## config.mk

```make
export PLATFORM = sky130hd
export DESIGN_NAME = curvature_cosine_similarity_flat
export DESIGN_NICKNAME = d
export VERILOG_FILES = /design/src/design/ccs_pkg.sv /design/src/design/ccs_if.sv /design/src/design/ccs_hist.sv /design/src/design/ccs_bindiv.sv /design/src/design/ccs_mac.sv /design/src/design/ccs_solve.sv /design/src/design/curvature_cosine_similarity.sv /design/src/flat_wrapper.sv
export SDC_FILE = /design/constraint.sdc
export NUM_CORES = 2
export LEC_CHECK = 0
export BUFFER_PORTS_ARGS = -buffer_cell sky130_fd_sc_hd__buf_4
export CAP_MARGIN = 20
export CORE_UTILIZATION = 40
export DETAILED_ROUTE_END_ITERATION = 8
export SYNTH_ARGS = -nofsm -noshare
export SYNTH_HDL_FRONTEND = slang
export SYNTH_SLANG_ARGS = --single-unit
```

## constraint.sdc

```tcl
create_clock -name clk_i -period 12.1 [get_ports clk_i]
set_input_delay 1.815 -clock clk_i [delete_from_list [all_inputs] [get_ports clk_i]]
set_output_delay 1.815 -clock clk_i [all_outputs]
set_load 0.01 [all_outputs]
```

## src/design/ccs_pkg.sv

```systemverilog
// Package for the curvature cosine similarity block.
// Holds field widths, request and register codes, state types and the result struct.
// No dependencies; every other design file depends on it.
package ccs_pkg;

  localparam int BINS_DEF    = 50;
  localparam int COUNT_W_DEF = 10;

  localparam int REQ_W   = 2;
  localparam int TIME_W  = 16;
  localparam int SIM_W   = 17;
  localparam int DOT_W   = 32;
  localparam int PADDR_W = 3;
  localparam int PDATA_W = 32;

  localparam logic [REQ_W-1:0] REQ_SPIKE_A = 2'd0;
  localparam logic [REQ_W-1:0] REQ_SPIKE_B = 2'd1;
  localparam logic [REQ_W-1:0] REQ_COMPUTE = 2'd2;

  localparam logic REG_BIN_WIDTH = 1'b0;

  localparam logic [TIME_W-1:0] BIN_WIDTH_RESET = 16'd256;

  localparam int DIV_STEPS  = 16;
  localparam int QUO_W      = 31;
  localparam int SQRT_STEPS = 16;

  localparam logic [31:0]       SQRT_ONE_INIT = 32'h4000_0000;
  localparam logic [SIM_W-1:0]  SIM_HALF      = 17'd32768;
  localparam logic signed [DOT_W-1:0] DOT_MAX = 32'sh7FFF_FFFF;
  localparam logic signed [DOT_W-1:0] DOT_MIN = 32'sh8000_0000;

  typedef enum logic [2:0] {
    ST_IDLE, ST_DIV, ST_RD, ST_WR, ST_MAC, ST_SOLVE, ST_EMIT
  } ccs_state_e;

  typedef enum logic [2:0] {
    MS_IDLE, MS_READ, MS_DIFF, MS_SQA, MS_SQB, MS_CROSS, MS_ACC
  } mac_state_e;

  typedef enum logic [2:0] {
    SV_IDLE, SV_MULP, SV_MULS, SV_DIV, SV_SQRT, SV_DONE
  } solve_state_e;

  typedef struct packed {
    logic [SIM_W-1:0]        similarity;
    logic                    degenerate;
    logic signed [DOT_W-1:0] dot_product;
  } ccs_result_t;

endpackage

```

## src/design/ccs_if.sv

```systemverilog
// Request and result channel interfaces of the curvature cosine similarity block.
// Depends on ccs_pkg for the field widths.
interface ccs_req_if;
  logic                        valid;
  logic                        ready;
  logic [ccs_pkg::REQ_W-1:0]   req_type;
  logic [ccs_pkg::TIME_W-1:0]  spike_time;

  modport source (output valid, req_type, spike_time, input ready);
  modport sink   (input valid, req_type, spike_time, output ready);
endinterface

interface ccs_res_if;
  logic                              valid;
  logic                              ready;
  logic [ccs_pkg::SIM_W-1:0]         similarity;
  logic                              degenerate;
  logic signed [ccs_pkg::DOT_W-1:0]  dot_product;

  modport source (output valid, similarity, degenerate, dot_product, input ready);
  modport sink   (input valid, similarity, degenerate, dot_product, output ready);
endinterface

```

## src/design/ccs_hist.sv

```systemverilog
// Two histogram memories with one registered read port and one write port.
// Per-entry valid bits make unwritten or cleared entries read as zero.
// Depends on ccs_pkg.
module ccs_hist #(
  parameter int BINS        = ccs_pkg::BINS_DEF,
  parameter int COUNT_WIDTH = ccs_pkg::COUNT_W_DEF
) (
  input  logic                        clk_i,
  input  logic                        rst_ni,
  input  logic [$clog2(BINS)-1:0]     rd_addr_i,
  output logic [COUNT_WIDTH-1:0]      rd_a_o,
  output logic [COUNT_WIDTH-1:0]      rd_b_o,
  input  logic                        wr_en_i,
  input  logic                        wr_sel_i,
  input  logic [$clog2(BINS)-1:0]     wr_addr_i,
  input  logic [COUNT_WIDTH-1:0]      wr_data_i,
  input  logic                        clr_i
);
  import ccs_pkg::*;

  logic [COUNT_WIDTH-1:0] mem_a [BINS];
  logic [COUNT_WIDTH-1:0] mem_b [BINS];
  logic [BINS-1:0]        valid_a_q, valid_b_q;
  logic [COUNT_WIDTH-1:0] data_a_q, data_b_q;
  logic                   rv_a_q, rv_b_q;

  always_ff @(posedge clk_i) begin
    data_a_q <= mem_a[rd_addr_i];
    data_b_q <= mem_b[rd_addr_i];
    if (wr_en_i && !wr_sel_i) begin
      mem_a[wr_addr_i] <= wr_data_i;
    end
    if (wr_en_i && wr_sel_i) begin
      mem_b[wr_addr_i] <= wr_data_i;
    end
  end

  always_ff @(posedge clk_i or negedge rst_ni) begin
    if (!rst_ni) begin
      valid_a_q <= '0;
      valid_b_q <= '0;
      rv_a_q    <= 1'b0;
      rv_b_q    <= 1'b0;
    end else begin
      rv_a_q <= valid_a_q[rd_addr_i];
      rv_b_q <= valid_b_q[rd_addr_i];
      if (clr_i) begin
        valid_a_q <= '0;
        valid_b_q <= '0;
      end else if (wr_en_i) begin
        if (wr_sel_i) begin
          valid_b_q[wr_addr_i] <= 1'b1;
        end else begin
          valid_a_q[wr_addr_i] <= 1'b1;
        end
      end
    end
  end

  assign rd_a_o = rv_a_q ? data_a_q : '0;
  assign rd_b_o = rv_b_q ? data_b_q : '0;

endmodule

```

## src/design/ccs_bindiv.sv

```systemverilog
// Restoring divider that turns a spike time into a bin index, one quotient bit per cycle.
// Depends on ccs_pkg.
module ccs_bindiv (
  input  logic                        clk_i,
  input  logic                        rst_ni,
  input  logic                        start_i,
  input  logic [ccs_pkg::TIME_W-1:0]  num_i,
  input  logic [ccs_pkg::TIME_W-1:0]  den_i,
  output logic                        done_o,
  output logic [ccs_pkg::TIME_W-1:0]  quo_o
);
  import ccs_pkg::*;

  localparam int CNT_W = $clog2(DIV_STEPS);

  logic              busy_q, done_q;
  logic [CNT_W-1:0]  cnt_q;
  logic [TIME_W-1:0] rem_q, quo_q, den_q;
  logic [TIME_W:0]   shifted, diff;

  assign shifted = {rem_q, quo_q[TIME_W-1]};
  assign diff    = shifted - {1'b0, den_q};

  always_ff @(posedge clk_i or negedge rst_ni) begin
    if (!rst_ni) begin
      busy_q <= 1'b0;
      done_q <= 1'b0;
      cnt_q  <= '0;
    end else begin
      done_q <= 1'b0;
      if (start_i) begin
        busy_q <= 1'b1;
        cnt_q  <= '0;
      end else if (busy_q) begin
        cnt_q <= cnt_q + 1'b1;
        if (cnt_q == CNT_W'(DIV_STEPS - 1)) begin
          busy_q <= 1'b0;
          done_q <= 1'b1;
        end
      end
    end
  end

  always_ff @(posedge clk_i) begin
    if (start_i) begin
      rem_q <= '0;
      quo_q <= num_i;
      den_q <= den_i;
    end else if (busy_q) begin
      if (!diff[TIME_W]) begin
        rem_q <= diff[TIME_W-1:0];
        quo_q <= {quo_q[TIME_W-2:0], 1'b1};
      end else begin
        rem_q <= shifted[TIME_W-1:0];
        quo_q <= {quo_q[TIME_W-2:0], 1'b0};
      end
    end
  end

  assign done_o = done_q;
  assign quo_o  = quo_q;

endmodule

```

## src/design/ccs_mac.sv

```systemverilog
// Sweeps both histograms and accumulates the curvature dot product and squared norms.
// One signed multiplier is shared by the three products of each bin.
// Depends on ccs_pkg.
module ccs_mac #(
  parameter int BINS        = ccs_pkg::BINS_DEF,
  parameter int COUNT_WIDTH = ccs_pkg::COUNT_W_DEF
) (
  input  logic                                              clk_i,
  input  logic                                              rst_ni,
  input  logic                                              start_i,
  output logic [$clog2(BINS)-1:0]                           rd_addr_o,
  input  logic [COUNT_WIDTH-1:0]                            rd_a_i,
  input  logic [COUNT_WIDTH-1:0]                            rd_b_i,
  output logic                                              done_o,
  output logic signed [2*COUNT_WIDTH+$clog2(BINS):0]        dot_o,
  output logic [2*COUNT_WIDTH+$clog2(BINS)-1:0]             n1_o,
  output logic [2*COUNT_WIDTH+$clog2(BINS)-1:0]             n2_o
);
  import ccs_pkg::*;

  localparam int AW = $clog2(BINS);
  localparam int DW = COUNT_WIDTH + 1;
  localparam int NW = 2*COUNT_WIDTH + AW;

  mac_state_e state_q, state_d;

  logic [AW-1:0]          j_q;
  logic [COUNT_WIDTH-1:0] prev_a_q, prev_b_q;
  logic signed [DW-1:0]   ca_q, cb_q, ca_d, cb_d, mx, my;
  logic signed [2*DW-1:0] prod_q, prod_d;
  logic [NW-1:0]          n1_q, n2_q;
  logic signed [NW:0]     dot_q;
  logic                   done_q, first, last;

  assign first = j_q == AW'(1);
  assign last  = j_q == AW'(BINS - 1);
  assign ca_d  = $signed({1'b0, rd_a_i}) - $signed({1'b0, prev_a_q});
  assign cb_d  = $signed({1'b0, rd_b_i}) - $signed({1'b0, prev_b_q});
  assign prod_d = mx * my;

  always_comb begin
    state_d = state_q;
    case (state_q)
      MS_IDLE:  if (start_i) state_d = MS_READ;
      MS_READ:  state_d = MS_DIFF;
      MS_DIFF:  state_d = first ? MS_READ : MS_SQA;
      MS_SQA:   state_d = MS_SQB;
      MS_SQB:   state_d = MS_CROSS;
      MS_CROSS: state_d = MS_ACC;
      MS_ACC:   state_d = last ? MS_IDLE : MS_READ;
      default:  state_d = MS_IDLE;
    endcase
  end

  always_comb begin
    case (state_q)
      MS_SQA: begin
        mx = ca_q;
        my = ca_q;
      end
      MS_SQB: begin
        mx = cb_q;
        my = cb_q;
      end
      default: begin
        mx = ca_q;
        my = cb_q;
      end
    endcase
  end

  always_ff @(posedge clk_i or negedge rst_ni) begin
    if (!rst_ni) begin
      state_q <= MS_IDLE;
      done_q  <= 1'b0;
    end else begin
      state_q <= state_d;
      done_q  <= (state_q == MS_ACC) && last;
    end
  end

  always_ff @(posedge clk_i) begin
    case (state_q)
      MS_IDLE: begin
        if (start_i) begin
          j_q   <= AW'(1);
          n1_q  <= '0;
          n2_q  <= '0;
          dot_q <= '0;
        end
      end
      MS_DIFF: begin
        prev_a_q <= rd_a_i;
        prev_b_q <= rd_b_i;
        ca_q     <= ca_d;
        cb_q     <= cb_d;
        if (first) begin
          j_q <= j_q + 1'b1;
        end
      end
      MS_SQA: prod_q <= prod_d;
      MS_SQB: begin
        n1_q   <= n1_q + NW'($unsigned(prod_q));
        prod_q <= prod_d;
      end
      MS_CROSS: begin
        n2_q   <= n2_q + NW'($unsigned(prod_q));
        prod_q <= prod_d;
      end
      MS_ACC: begin
        dot_q <= dot_q + (NW+1)'(prod_q);
        j_q   <= j_q + 1'b1;
      end
      default: ;
    endcase
  end

  assign rd_addr_o = j_q;
  assign done_o    = done_q;
  assign dot_o     = dot_q;
  assign n1_o      = n1_q;
  assign n2_o      = n2_q;

endmodule

```

## src/design/ccs_solve.sv

```systemverilog
// Turns dot product and norms into the mapped similarity with one shared wide add/subtract
// unit: shift-add products, a restoring division and a digit-by-digit square root.
// Depends on ccs_pkg.
module ccs_solve #(
  parameter int BINS        = ccs_pkg::BINS_DEF,
  parameter int COUNT_WIDTH = ccs_pkg::COUNT_W_DEF
) (
  input  logic                                          clk_i,
  input  logic                                          rst_ni,
  input  logic                                          start_i,
  input  logic signed [2*COUNT_WIDTH+$clog2(BINS):0]    dot_i,
  input  logic [2*COUNT_WIDTH+$clog2(BINS)-1:0]         n1_i,
  input  logic [2*COUNT_WIDTH+$clog2(BINS)-1:0]         n2_i,
  output logic                                          done_o,
  output ccs_pkg::ccs_result_t                          result_o
);
  import ccs_pkg::*;

  localparam int NW   = 2*COUNT_WIDTH + $clog2(BINS);
  localparam int PW   = 2*NW;
  localparam int SW   = (PW + 1 > 33) ? PW + 1 : 33;
  localparam int ITER = (NW > QUO_W) ? NW : QUO_W;
  localparam int CNTW = $clog2(ITER);
  localparam int EW   = (NW + 1 > 33) ? NW + 1 : 33;
  localparam logic signed [EW-1:0] EXT_MAX = EW'(DOT_MAX);
  localparam logic signed [EW-1:0] EXT_MIN = EW'(DOT_MIN);

  solve_state_e state_q, state_d;

  logic [CNTW-1:0]      cnt_q;
  logic                 last;
  logic [PW-1:0]        acc_q, mc_q, p_q, rem_q, acc_nx, rem_nx;
  logic [NW-1:0]        mr_q, abs_dot;
  logic [NW:0]          abs_full;
  logic                 dbit_q, deg_q, done_q;
  logic [QUO_W-1:0]     q_q, q_nx;
  logic [31:0]          op_q, res_q, one_q;
  logic signed [NW:0]   dot_q;
  logic [SW-1:0]        a_op, b_op;
  logic                 sub;
  logic [SW:0]          sum;
  logic                 ge;
  logic [SIM_W-1:0]     r, m, sim;
  logic signed [EW-1:0] dot_ext;
  logic signed [DOT_W-1:0] dot_sat;
  ccs_result_t          result_q;

  assign sum = {1'b0, a_op} + ({1'b0, b_op} ^ {(SW+1){sub}}) + (SW+1)'(sub);
  assign ge  = !sum[SW];

  assign abs_full = dot_q[NW] ? -dot_q : dot_q;
  assign abs_dot  = abs_full[NW-1:0];
  assign acc_nx   = mr_q[0] ? sum[PW-1:0] : acc_q;
  assign rem_nx   = ge ? sum[PW-1:0] : {rem_q[PW-2:0], dbit_q};
  assign q_nx     = {q_q[QUO_W-2:0], ge};

  always_comb begin
    case (state_q)
      SV_MULP, SV_MULS: last = cnt_q == CNTW'(NW - 1);
      SV_DIV:           last = cnt_q == CNTW'(QUO_W - 1);
      SV_SQRT:          last = cnt_q == CNTW'(SQRT_STEPS - 1);
      default:          last = 1'b0;
    endcase
  end

  always_comb begin
    state_d = state_q;
    case (state_q)
      SV_IDLE: begin
        if (start_i) begin
          state_d = (n1_i == '0 || n2_i == '0) ? SV_DONE : SV_MULP;
        end
      end
      SV_MULP: if (last) state_d = SV_MULS;
      SV_MULS: if (last) state_d = SV_DIV;
      SV_DIV:  if (last) state_d = SV_SQRT;
      SV_SQRT: if (last) state_d = SV_DONE;
      SV_DONE: state_d = SV_IDLE;
      default: state_d = SV_IDLE;
    endcase
  end

  always_comb begin
    case (state_q)
      SV_MULP, SV_MULS: begin
        a_op = SW'(acc_q);
        b_op = SW'(mc_q);
        sub  = 1'b0;
      end
      SV_DIV: begin
        a_op = SW'({rem_q, dbit_q});
        b_op = SW'(p_q);
        sub  = 1'b1;
      end
      SV_SQRT: begin
        a_op = SW'(op_q);
        b_op = SW'(res_q | one_q);
        sub  = 1'b1;
      end
      default: begin
        a_op = '0;
        b_op = '0;
        sub  = 1'b0;
      end
    endcase
  end

  always_comb begin
    r = res_q[SIM_W-1:0];
    m = r + SIM_W'(op_q != '0);
    if (deg_q) begin
      sim = '0;
    end else if (dot_q[NW]) begin
      sim = (m > SIM_HALF) ? '0 : SIM_HALF - m;
    end else begin
      sim = SIM_HALF + ((r > SIM_HALF) ? SIM_HALF : r);
    end
    dot_ext = EW'(dot_q);
    if (dot_ext > EXT_MAX) begin
      dot_sat = DOT_MAX;
    end else if (dot_ext < EXT_MIN) begin
      dot_sat = DOT_MIN;
    end else begin
      dot_sat = dot_ext[DOT_W-1:0];
    end
  end

  always_ff @(posedge clk_i or negedge rst_ni) begin
    if (!rst_ni) begin
      state_q <= SV_IDLE;
      done_q  <= 1'b0;
    end else begin
      state_q <= state_d;
      done_q  <= state_q == SV_DONE;
    end
  end

  always_ff @(posedge clk_i) begin
    case (state_q)
      SV_IDLE: begin
        if (start_i) begin
          dot_q <= dot_i;
          deg_q <= n1_i == '0 || n2_i == '0;
          acc_q <= '0;
          mc_q  <= PW'(n1_i);
          mr_q  <= n2_i;
          cnt_q <= '0;
        end
      end
      SV_MULP, SV_MULS: begin
        acc_q <= acc_nx;
        mc_q  <= mc_q << 1;
        mr_q  <= mr_q >> 1;
        cnt_q <= cnt_q + 1'b1;
        if (last) begin
          cnt_q <= '0;
          if (state_q == SV_MULP) begin
            p_q   <= acc_nx;
            acc_q <= '0;
            mc_q  <= PW'(abs_dot);
            mr_q  <= abs_dot;
          end else begin
            rem_q  <= acc_nx >> 1;
            dbit_q <= acc_nx[0];
            q_q    <= '0;
          end
        end
      end
      SV_DIV: begin
        rem_q  <= rem_nx;
        dbit_q <= 1'b0;
        q_q    <= q_nx;
        cnt_q  <= cnt_q + 1'b1;
        if (last) begin
          cnt_q <= '0;
          op_q  <= 32'(q_nx) + 32'(dot_q[NW] && rem_nx != '0);
          res_q <= '0;
          one_q <= SQRT_ONE_INIT;
        end
      end
      SV_SQRT: begin
        op_q  <= ge ? sum[31:0] : op_q;
        res_q <= ge ? ((res_q >> 1) | one_q) : (res_q >> 1);
        one_q <= one_q >> 2;
        cnt_q <= cnt_q + 1'b1;
      end
      SV_DONE: begin
        result_q.similarity  <= sim;
        result_q.degenerate  <= deg_q;
        result_q.dot_product <= dot_sat;
      end
      default: ;
    endcase
  end

  assign done_o   = done_q;
  assign result_o = result_q;

endmodule

```

## src/design/curvature_cosine_similarity.sv

```systemverilog
// Spike request: accepted when idle; runs the 16-step bin-index divider, reads the bin and writes it back;
// a spike past the last bin skips the write.
// Compute request: sweeps both histograms into NW = 2*COUNT_WIDTH+clog2(BINS) bit norms, then solves,
// skipping the solve arithmetic when a norm is zero, and waits for the output register to empty.
// One request at a time; a finished result waits in an output register while new requests run.
// Reset empties both histograms at once through valid bits and sets bin_width to 256.
module curvature_cosine_similarity #(
  parameter int BINS        = ccs_pkg::BINS_DEF,
  parameter int COUNT_WIDTH = ccs_pkg::COUNT_W_DEF
) (
  input  logic                          clk_i,
  input  logic                          rst_ni,
  ccs_req_if.sink                       req_i,
  ccs_res_if.source                     res_o,
  input  logic                          psel,
  input  logic                          penable,
  input  logic                          pwrite,
  input  logic [ccs_pkg::PADDR_W-1:0]   paddr,
  input  logic [ccs_pkg::PDATA_W-1:0]   pwdata,
  output logic [ccs_pkg::PDATA_W-1:0]   prdata,
  output logic                          pready
);
  import ccs_pkg::*;

  localparam int AW = $clog2(BINS);
  localparam int NW = 2*COUNT_WIDTH + AW;
  localparam logic [COUNT_WIDTH-1:0] CNT_MAX = '1;

  ccs_state_e state_q, state_d;

  logic [TIME_W-1:0]      bin_width_q, den, quo, idx_q;
  logic                   sel_q, tzero_q, accept, div_start, div_done;
  logic                   in_range, mac_start, mac_done, solve_start, solve_done, emit_go;
  logic [AW-1:0]          rd_addr, mac_addr;
  logic [COUNT_WIDTH-1:0] rd_a, rd_b, cur;
  logic                   wr_en, clr;
  logic signed [NW:0]     dot;
  logic [NW-1:0]          n1, n2;
  ccs_result_t            result;
  logic                   res_vld_q;
  ccs_result_t            res_q;

  assign pready = 1'b1;
  assign prdata = (paddr[PADDR_W-1] == REG_BIN_WIDTH) ? PDATA_W'(bin_width_q) : '0;

  always_ff @(posedge clk_i or negedge rst_ni) begin
    if (!rst_ni) begin
      bin_width_q <= BIN_WIDTH_RESET;
    end else if (psel && penable && pwrite && pready && paddr[PADDR_W-1] == REG_BIN_WIDTH) begin
      bin_width_q <= pwdata[TIME_W-1:0];
    end
  end

  assign accept   = req_i.valid && req_i.ready;
  assign den      = (bin_width_q == '0) ? TIME_W'(1) : bin_width_q;
  assign in_range = idx_q < TIME_W'(BINS);
  assign cur      = sel_q ? rd_b : rd_a;
  assign rd_addr  = (state_q == ST_MAC) ? mac_addr : idx_q[AW-1:0];

  always_comb begin
    state_d = state_q;
    case (state_q)
      ST_IDLE: begin
        if (accept) begin
          case (req_i.req_type)
            REQ_SPIKE_A, REQ_SPIKE_B: state_d = ST_DIV;
            REQ_COMPUTE:              state_d = ST_MAC;
            default:                  state_d = ST_IDLE;
          endcase
        end
      end
      ST_DIV:   if (div_done) state_d = ST_RD;
      ST_RD:    state_d = in_range ? ST_WR : ST_IDLE;
      ST_WR:    state_d = ST_IDLE;
      ST_MAC:   if (mac_done) state_d = ST_SOLVE;
      ST_SOLVE: if (solve_done) state_d = ST_EMIT;
      ST_EMIT:  if (emit_go) state_d = ST_IDLE;
      default:  state_d = ST_IDLE;
    endcase
  end

  always_comb begin
    req_i.ready = state_q == ST_IDLE;
    div_start   = accept && (req_i.req_type == REQ_SPIKE_A || req_i.req_type == REQ_SPIKE_B);
    mac_start   = accept && req_i.req_type == REQ_COMPUTE;
    solve_start = (state_q == ST_MAC) && mac_done;
    emit_go     = (state_q == ST_EMIT) && (!res_vld_q || res_o.ready);
    wr_en       = (state_q == ST_WR) && cur != CNT_MAX;
    clr         = emit_go;
  end

  always_ff @(posedge clk_i or negedge rst_ni) begin
    if (!rst_ni) begin
      state_q   <= ST_IDLE;
      res_vld_q <= 1'b0;
    end else begin
      state_q <= state_d;
      if (emit_go) begin
        res_vld_q <= 1'b1;
      end else if (res_o.ready) begin
        res_vld_q <= 1'b0;
      end
    end
  end

  always_ff @(posedge clk_i) begin
    if (div_start) begin
      sel_q   <= req_i.req_type == REQ_SPIKE_B;
      tzero_q <= req_i.spike_time == '0;
    end
    if (state_q == ST_DIV && div_done) begin
      idx_q <= tzero_q ? '0 : quo;
    end
    if (emit_go) begin
      res_q <= result;
    end
  end

  assign res_o.valid       = res_vld_q;
  assign res_o.similarity  = res_q.similarity;
  assign res_o.degenerate  = res_q.degenerate;
  assign res_o.dot_product = res_q.dot_product;

  ccs_bindiv u_div (
    .clk_i   (clk_i),
    .rst_ni  (rst_ni),
    .start_i (div_start),
    .num_i   (req_i.spike_time - 1'b1),
    .den_i   (den),
    .done_o  (div_done),
    .quo_o   (quo)
  );

  ccs_hist #(.BINS(BINS), .COUNT_WIDTH(COUNT_WIDTH)) u_hist (
    .clk_i     (clk_i),
    .rst_ni    (rst_ni),
    .rd_addr_i (rd_addr),
    .rd_a_o    (rd_a),
    .rd_b_o    (rd_b),
    .wr_en_i   (wr_en),
    .wr_sel_i  (sel_q),
    .wr_addr_i (idx_q[AW-1:0]),
    .wr_data_i (cur + 1'b1),
    .clr_i     (clr)
  );

  ccs_mac #(.BINS(BINS), .COUNT_WIDTH(COUNT_WIDTH)) u_mac (
    .clk_i     (clk_i),
    .rst_ni    (rst_ni),
    .start_i   (mac_start),
    .rd_addr_o (mac_addr),
    .rd_a_i    (rd_a),
    .rd_b_i    (rd_b),
    .done_o    (mac_done),
    .dot_o     (dot),
    .n1_o      (n1),
    .n2_o      (n2)
  );

  ccs_solve #(.BINS(BINS), .COUNT_WIDTH(COUNT_WIDTH)) u_solve (
    .clk_i    (clk_i),
    .rst_ni   (rst_ni),
    .start_i  (solve_start),
    .dot_i    (dot),
    .n1_i     (n1),
    .n2_i     (n2),
    .done_o   (solve_done),
    .result_o (result)
  );

  a_deg_zero: assert property (@(posedge clk_i) disable iff (!rst_ni)
    res_o.valid && res_o.degenerate |-> res_o.similarity == '0)
    else $error("degenerate result with nonzero similarity");

  a_sim_range: assert property (@(posedge clk_i) disable iff (!rst_ni)
    res_o.valid |-> res_o.similarity <= 17'd65536)
    else $error("similarity above one");

  a_emit_src: assert property (@(posedge clk_i) disable iff (!rst_ni)
    clr |=> state_q == ST_IDLE && res_vld_q)
    else $error("histogram clear without a result loaded");

  a_wr_spike: assert property (@(posedge clk_i) disable iff (!rst_ni)
    wr_en |-> $past(state_q) == ST_RD && in_range)
    else $error("histogram write outside a spike update");

endmodule
```

## src/flat_wrapper.sv

```systemverilog
// flat-port wrapper written by rule: the top's interface ports become plain ports
module curvature_cosine_similarity_flat import ccs_pkg::*;
#(
  parameter int BINS        = ccs_pkg::BINS_DEF,
  parameter int COUNT_WIDTH = ccs_pkg::COUNT_W_DEF
)
  (clk_i, rst_ni, psel, penable, pwrite, paddr, pwdata, prdata, pready, req_i_valid, req_i_req_type, req_i_spike_time, req_i_ready, res_o_valid, res_o_similarity, res_o_degenerate, res_o_dot_product, res_o_ready);
  ccs_req_if req_i_i ();
  ccs_res_if res_o_i ();
  input  logic clk_i;
  input  logic rst_ni;
  input  logic psel;
  input  logic penable;
  input  logic pwrite;
  input  logic [ccs_pkg::PADDR_W-1:0] paddr;
  input  logic [ccs_pkg::PDATA_W-1:0] pwdata;
  output logic [ccs_pkg::PDATA_W-1:0] prdata;
  output logic pready;
  input wire logic [$bits(req_i_i.valid)-1:0] req_i_valid;
  input wire logic [$bits(req_i_i.req_type)-1:0] req_i_req_type;
  input wire logic [$bits(req_i_i.spike_time)-1:0] req_i_spike_time;
  output wire logic [$bits(req_i_i.ready)-1:0] req_i_ready;
  output wire logic [$bits(res_o_i.valid)-1:0] res_o_valid;
  output wire logic [$bits(res_o_i.similarity)-1:0] res_o_similarity;
  output wire logic [$bits(res_o_i.degenerate)-1:0] res_o_degenerate;
  output wire logic [$bits(res_o_i.dot_product)-1:0] res_o_dot_product;
  input wire logic [$bits(res_o_i.ready)-1:0] res_o_ready;
  assign req_i_i.valid = req_i_valid;
  assign req_i_i.req_type = req_i_req_type;
  assign req_i_i.spike_time = req_i_spike_time;
  assign req_i_ready = req_i_i.ready;
  assign res_o_valid = res_o_i.valid;
  assign res_o_similarity = res_o_i.similarity;
  assign res_o_degenerate = res_o_i.degenerate;
  assign res_o_dot_product = res_o_i.dot_product;
  assign res_o_i.ready = res_o_ready;
  curvature_cosine_similarity #(.BINS(BINS), .COUNT_WIDTH(COUNT_WIDTH)) u_core (.clk_i(clk_i), .rst_ni(rst_ni), .req_i(req_i_i), .res_o(res_o_i), .psel(psel), .penable(penable), .pwrite(pwrite), .paddr(paddr), .pwdata(pwdata), .prdata(prdata), .pready(pready));
endmodule
```

==> impl_results.md <==
* Total Wirelength at 236 mm
* Worst path required time at 12.66 ns
* Combinational share of power at 0.190
* Pwr/cell area at 171 mW/mm^2
* Vias at 61000
* Most frequent cell after synthesis: edfxtp_1
* Ys async rst share at 0.0739
* Vias in the first global route at around 59000
* Area grow syn2layout at 11.8%
* Drt initial violations at 5871
* Initial antenna violation count at 5
* Ports at 145
* Start point of the worst hold path: u_core.u_solve.result_o[12]
* R2R setup slack at 2.09 ns
* Crit. End Element: register
* Slew at the pin with the worst max-slew slack at 1.36 ns
* Critical Path Fanout Max at 53
* Commonest cells post-synth: 1668 x edfxtp_1, 1522 x nand2_1, 764 x nor2_1
* Worst EP arrival at approximately 11 ns
* Top-area cell type share of the netlist area at 0.560
* Final Slew Violations at 0
* Static Leak at 0.0374 uW
* Starting Density at 0.402
* First-pass GRT wire length at roughly 360 mm
* Fillcell total at 20300
* Synth area leaders: edfxtp_1 56%, nand2_1 6.4%, dfrtp_1 3.8%, nor2_1 3.2%, ha_1 3.0%
* Cell Area, Synth at 0.0895 sq mm
* Switching Share at 0.292
* Final setup TNS at 0 ns
* Setup Buffers After CTS at 0
* Fraction of layout cells with a size suffix above 1 at 0.0866
* Die area at 0.226 sq mm
* Max capacitance violation total at 0
* TritonCTS Buffers at 187
* Synthesized area per cell at around 11 sq um
* Longest Clk Path Bufs at 3
* Class of the worst hold path: register to register
* Post-synth EDFFs at between 1500 and 2000
* Drt pass-1 iters at 6
* Path depth of the worst reg2reg path at 31
* Largest net degree at the start of global routing at 149
* Clock Sinks at 1840
* Core Rows at 173
* RR Endpoint: u_core.u_solve.op_q[30]
* Min Clock Period, post-route at about 10 ns
* Hold-fix buffers, CTS at 0
* Final Hold Fails at 0
* Placer Congestion at 0.902
* Synthesis Warnings at 0
* Cts repair resizes at 0
* Total GRT Usage at 0.206
* Root Driver: clkbuf_16
* Slowest CP cell: and2b_4
* Drc violations at 0
* Post-DP HPWL at around 150 mm
* WL/cell at ~21 um
* Clk_lat worst skew at roughly 0.86 ns
* WHS Path Cells at 0
* Setup CP Type: register to register
* Worst R2R Start: u_core.u_solve.state_q[1]
* Crit share post-route at 0.827
* Critical path startpoint: u_core.u_solve.state_q[1]
* Final #Nets at 8316
* Clock Skew at 0.0611 ns
* Internal Power at around 12000 uW
* Clk pwr share at 0.348
* Yosys top cell by area: edfxtp_1
* Die width at 475 um
* Yosys cell types at 86
* Worst path most repeated cell: o21ai_0
* Die Y at 475 um
* Slew HR at 0.0934
* Main synth FF type: edfxtp_1
* Hold Crit Endpoint: u_core.res_o.dot_product[12]
* RSZ-0062 raised after global routing: false
* ANT nets after route at 0
* Status: finished, final reports clean
* Area of the multi-input gates at 0.0325 sq mm
* Hold slack at approximately 0.4 ns
* Mapped Cells at 7955
* Critical Path Start Type: register
* Final Setup Violations at 0
* Synthesis-stage register bit count at approximately 1800
* Sequential share of power at 0.462
* Psw at about 5000 uW
* H-tree depth at 4
* Vias per Instance at 5.52
* IO Port Bufs at 109
* VDD IR max at 0.145 mV
* CTS tree: built
* Storage cell area at 0.0542 sq mm
* Sequential area share after synthesis at 0.606
* Max incr delay on CP at 0.86 ns
* CORE AREA at 0.222 sq mm
* Gr ovfl total at 0
* Fmax at between 90 and 100 MHz
* CTS clk-pin slew, worst paths at approximately 0.060 ns
[layer usage]
layer | GRT usage | wire, um
met4 | 0.0695 | 7400
met2 | 0.332 | 111000
met3 | 0.0343 | 16100
met1 | 0.282 | 102000
met5 | 0 | 37
[cells by family (layout without fill, tap and decap cells)]
| family | count (synthesis) | after routing | synth area share |
|---|---|---|---|
| fa+ha+maj | 341 | 341 | 0.0581 |
| flops | 1840 | 1840 | 0.606 |
| simple gates | 3213 | 3213 | 0.157 |
| xor+xnor | 244 | 244 | 0.0240 |
| mux | 174 | 174 | 0.0231 |
| compound gates | 1333 | 1333 | 0.0963 |
| buf+inv | 808 | 914 | 0.0349 |
| other cells | 2 | 25 | 0.0000840 |
[stage by stage]
| step | utilization | instances | setup WS (ns) | area (sq um) | total power, uW |
|---|---|---|---|---|---|
| after detailed placement | 0.420 | 10700 | 2.32 | 93400 | 11300 |
| after floorplan | - | 7970 | 1.10 | 89500 | 10100 |
| final | 0.450 | 11100 | 2.09 | 100000 | 17100 |
| after global routing | 0.450 | 11100 | 1.26 | 100000 | 17800 |
| after global placement | 0.419 | 10700 | 2.41 | 93200 | 11200 |
| after CTS | 0.448 | 11000 | 2.14 | 99700 | 17200 |
[critical path: cells and delay by family (launching register included)]
kind	cells	cell delay [ns]
AOI/OAI and AO/OA	11	2.53
xor gates and xnor gates	2	0.88
adders and majority gates	3	0.97
buffers and inverters	4	1.45
DFF	1	0.68
and+or+nand+nor	11	3.18
[power groups by stage]
stage                     combinational (uW)  clock (uW)  sequential (uW)
after CTS                               3230        6050             7900
after global routing                    3550        6300             7930
final                                   3250        5940             7900
after floorplan                         2070           0             8040
after global placement                  3140           0             8030
after detailed placement                3220           0             8040
[layout by cell type, fill, tap and decap left out, types with 75 or more instances in the layout]
cell type / instances
a211oi_1: 89
nor3_1: 75
o21ai_0: 268
ha_1: 216
edfxtp_1: 1668
nor2_1: 760
clkbuf_16: 189
xor2_1: 119
nand2_1: 1519
mux2i_1: 88
and3_1: 265
inv_1: 304
nand3_1: 223
fa_1: 124
a21oi_1: 344
buf_4: 227
and2_1: 98
dfrtp_1: 134
a311oi_1: 137
xnor2_1: 116
a31oi_1: 158
[flip-flops by register name (all words and copies together), names as in the netlist, 27 cells and up]
name	flops
u_core.res_o.dot_product	28
u_core.u_solve.dot_q	27
u_core.u_solve.mc_q	52
u_core.u_hist.valid_a_q	50
u_core.u_hist.valid_b_q	50
u_core.u_hist.mem_b	500
u_core.u_solve.q_q	30
u_core.u_solve.rem_q	52
u_core.u_mac.dot_o	27
u_core.u_hist.mem_a	500
u_core.u_solve.p_q	52
u_core.u_solve.op_q	32
u_core.u_solve.result_o	46
u_core.u_solve.res_q	31
u_core.u_solve.acc_q	52
[cell type report]
cell class | count | share of cell area
clock inverters | 104 | 0.0116
repair buffers | 256 | 0.0214
multi-input cells | 5322 | 0.325
inverters | 308 | 0.0116
clock buffers | 246 | 0.0515
flip-flops and latches | 1840 | 0.542
well taps | 2975 | 0.0372
diodes | 8 | 0.000200
[how the worst max path moves through the flow]
stage	end	slack, ns	cells after the start
2_1_floorplan	u_core.u_solve.acc_q[0]	1.10	6
3_3_place_gp	u_core.u_solve.op_q[24]	2.41	32
3_5_place_dp	u_core.u_solve.op_q[30]	2.32	31
4_1_cts	u_core.u_solve.op_q[30]	2.14	31
5_1_grt	u_core.u_solve.op_q[30]	1.26	31
6_report	u_core.u_solve.op_q[30]	2.09	31
Power figures use the tool's default switching activity.
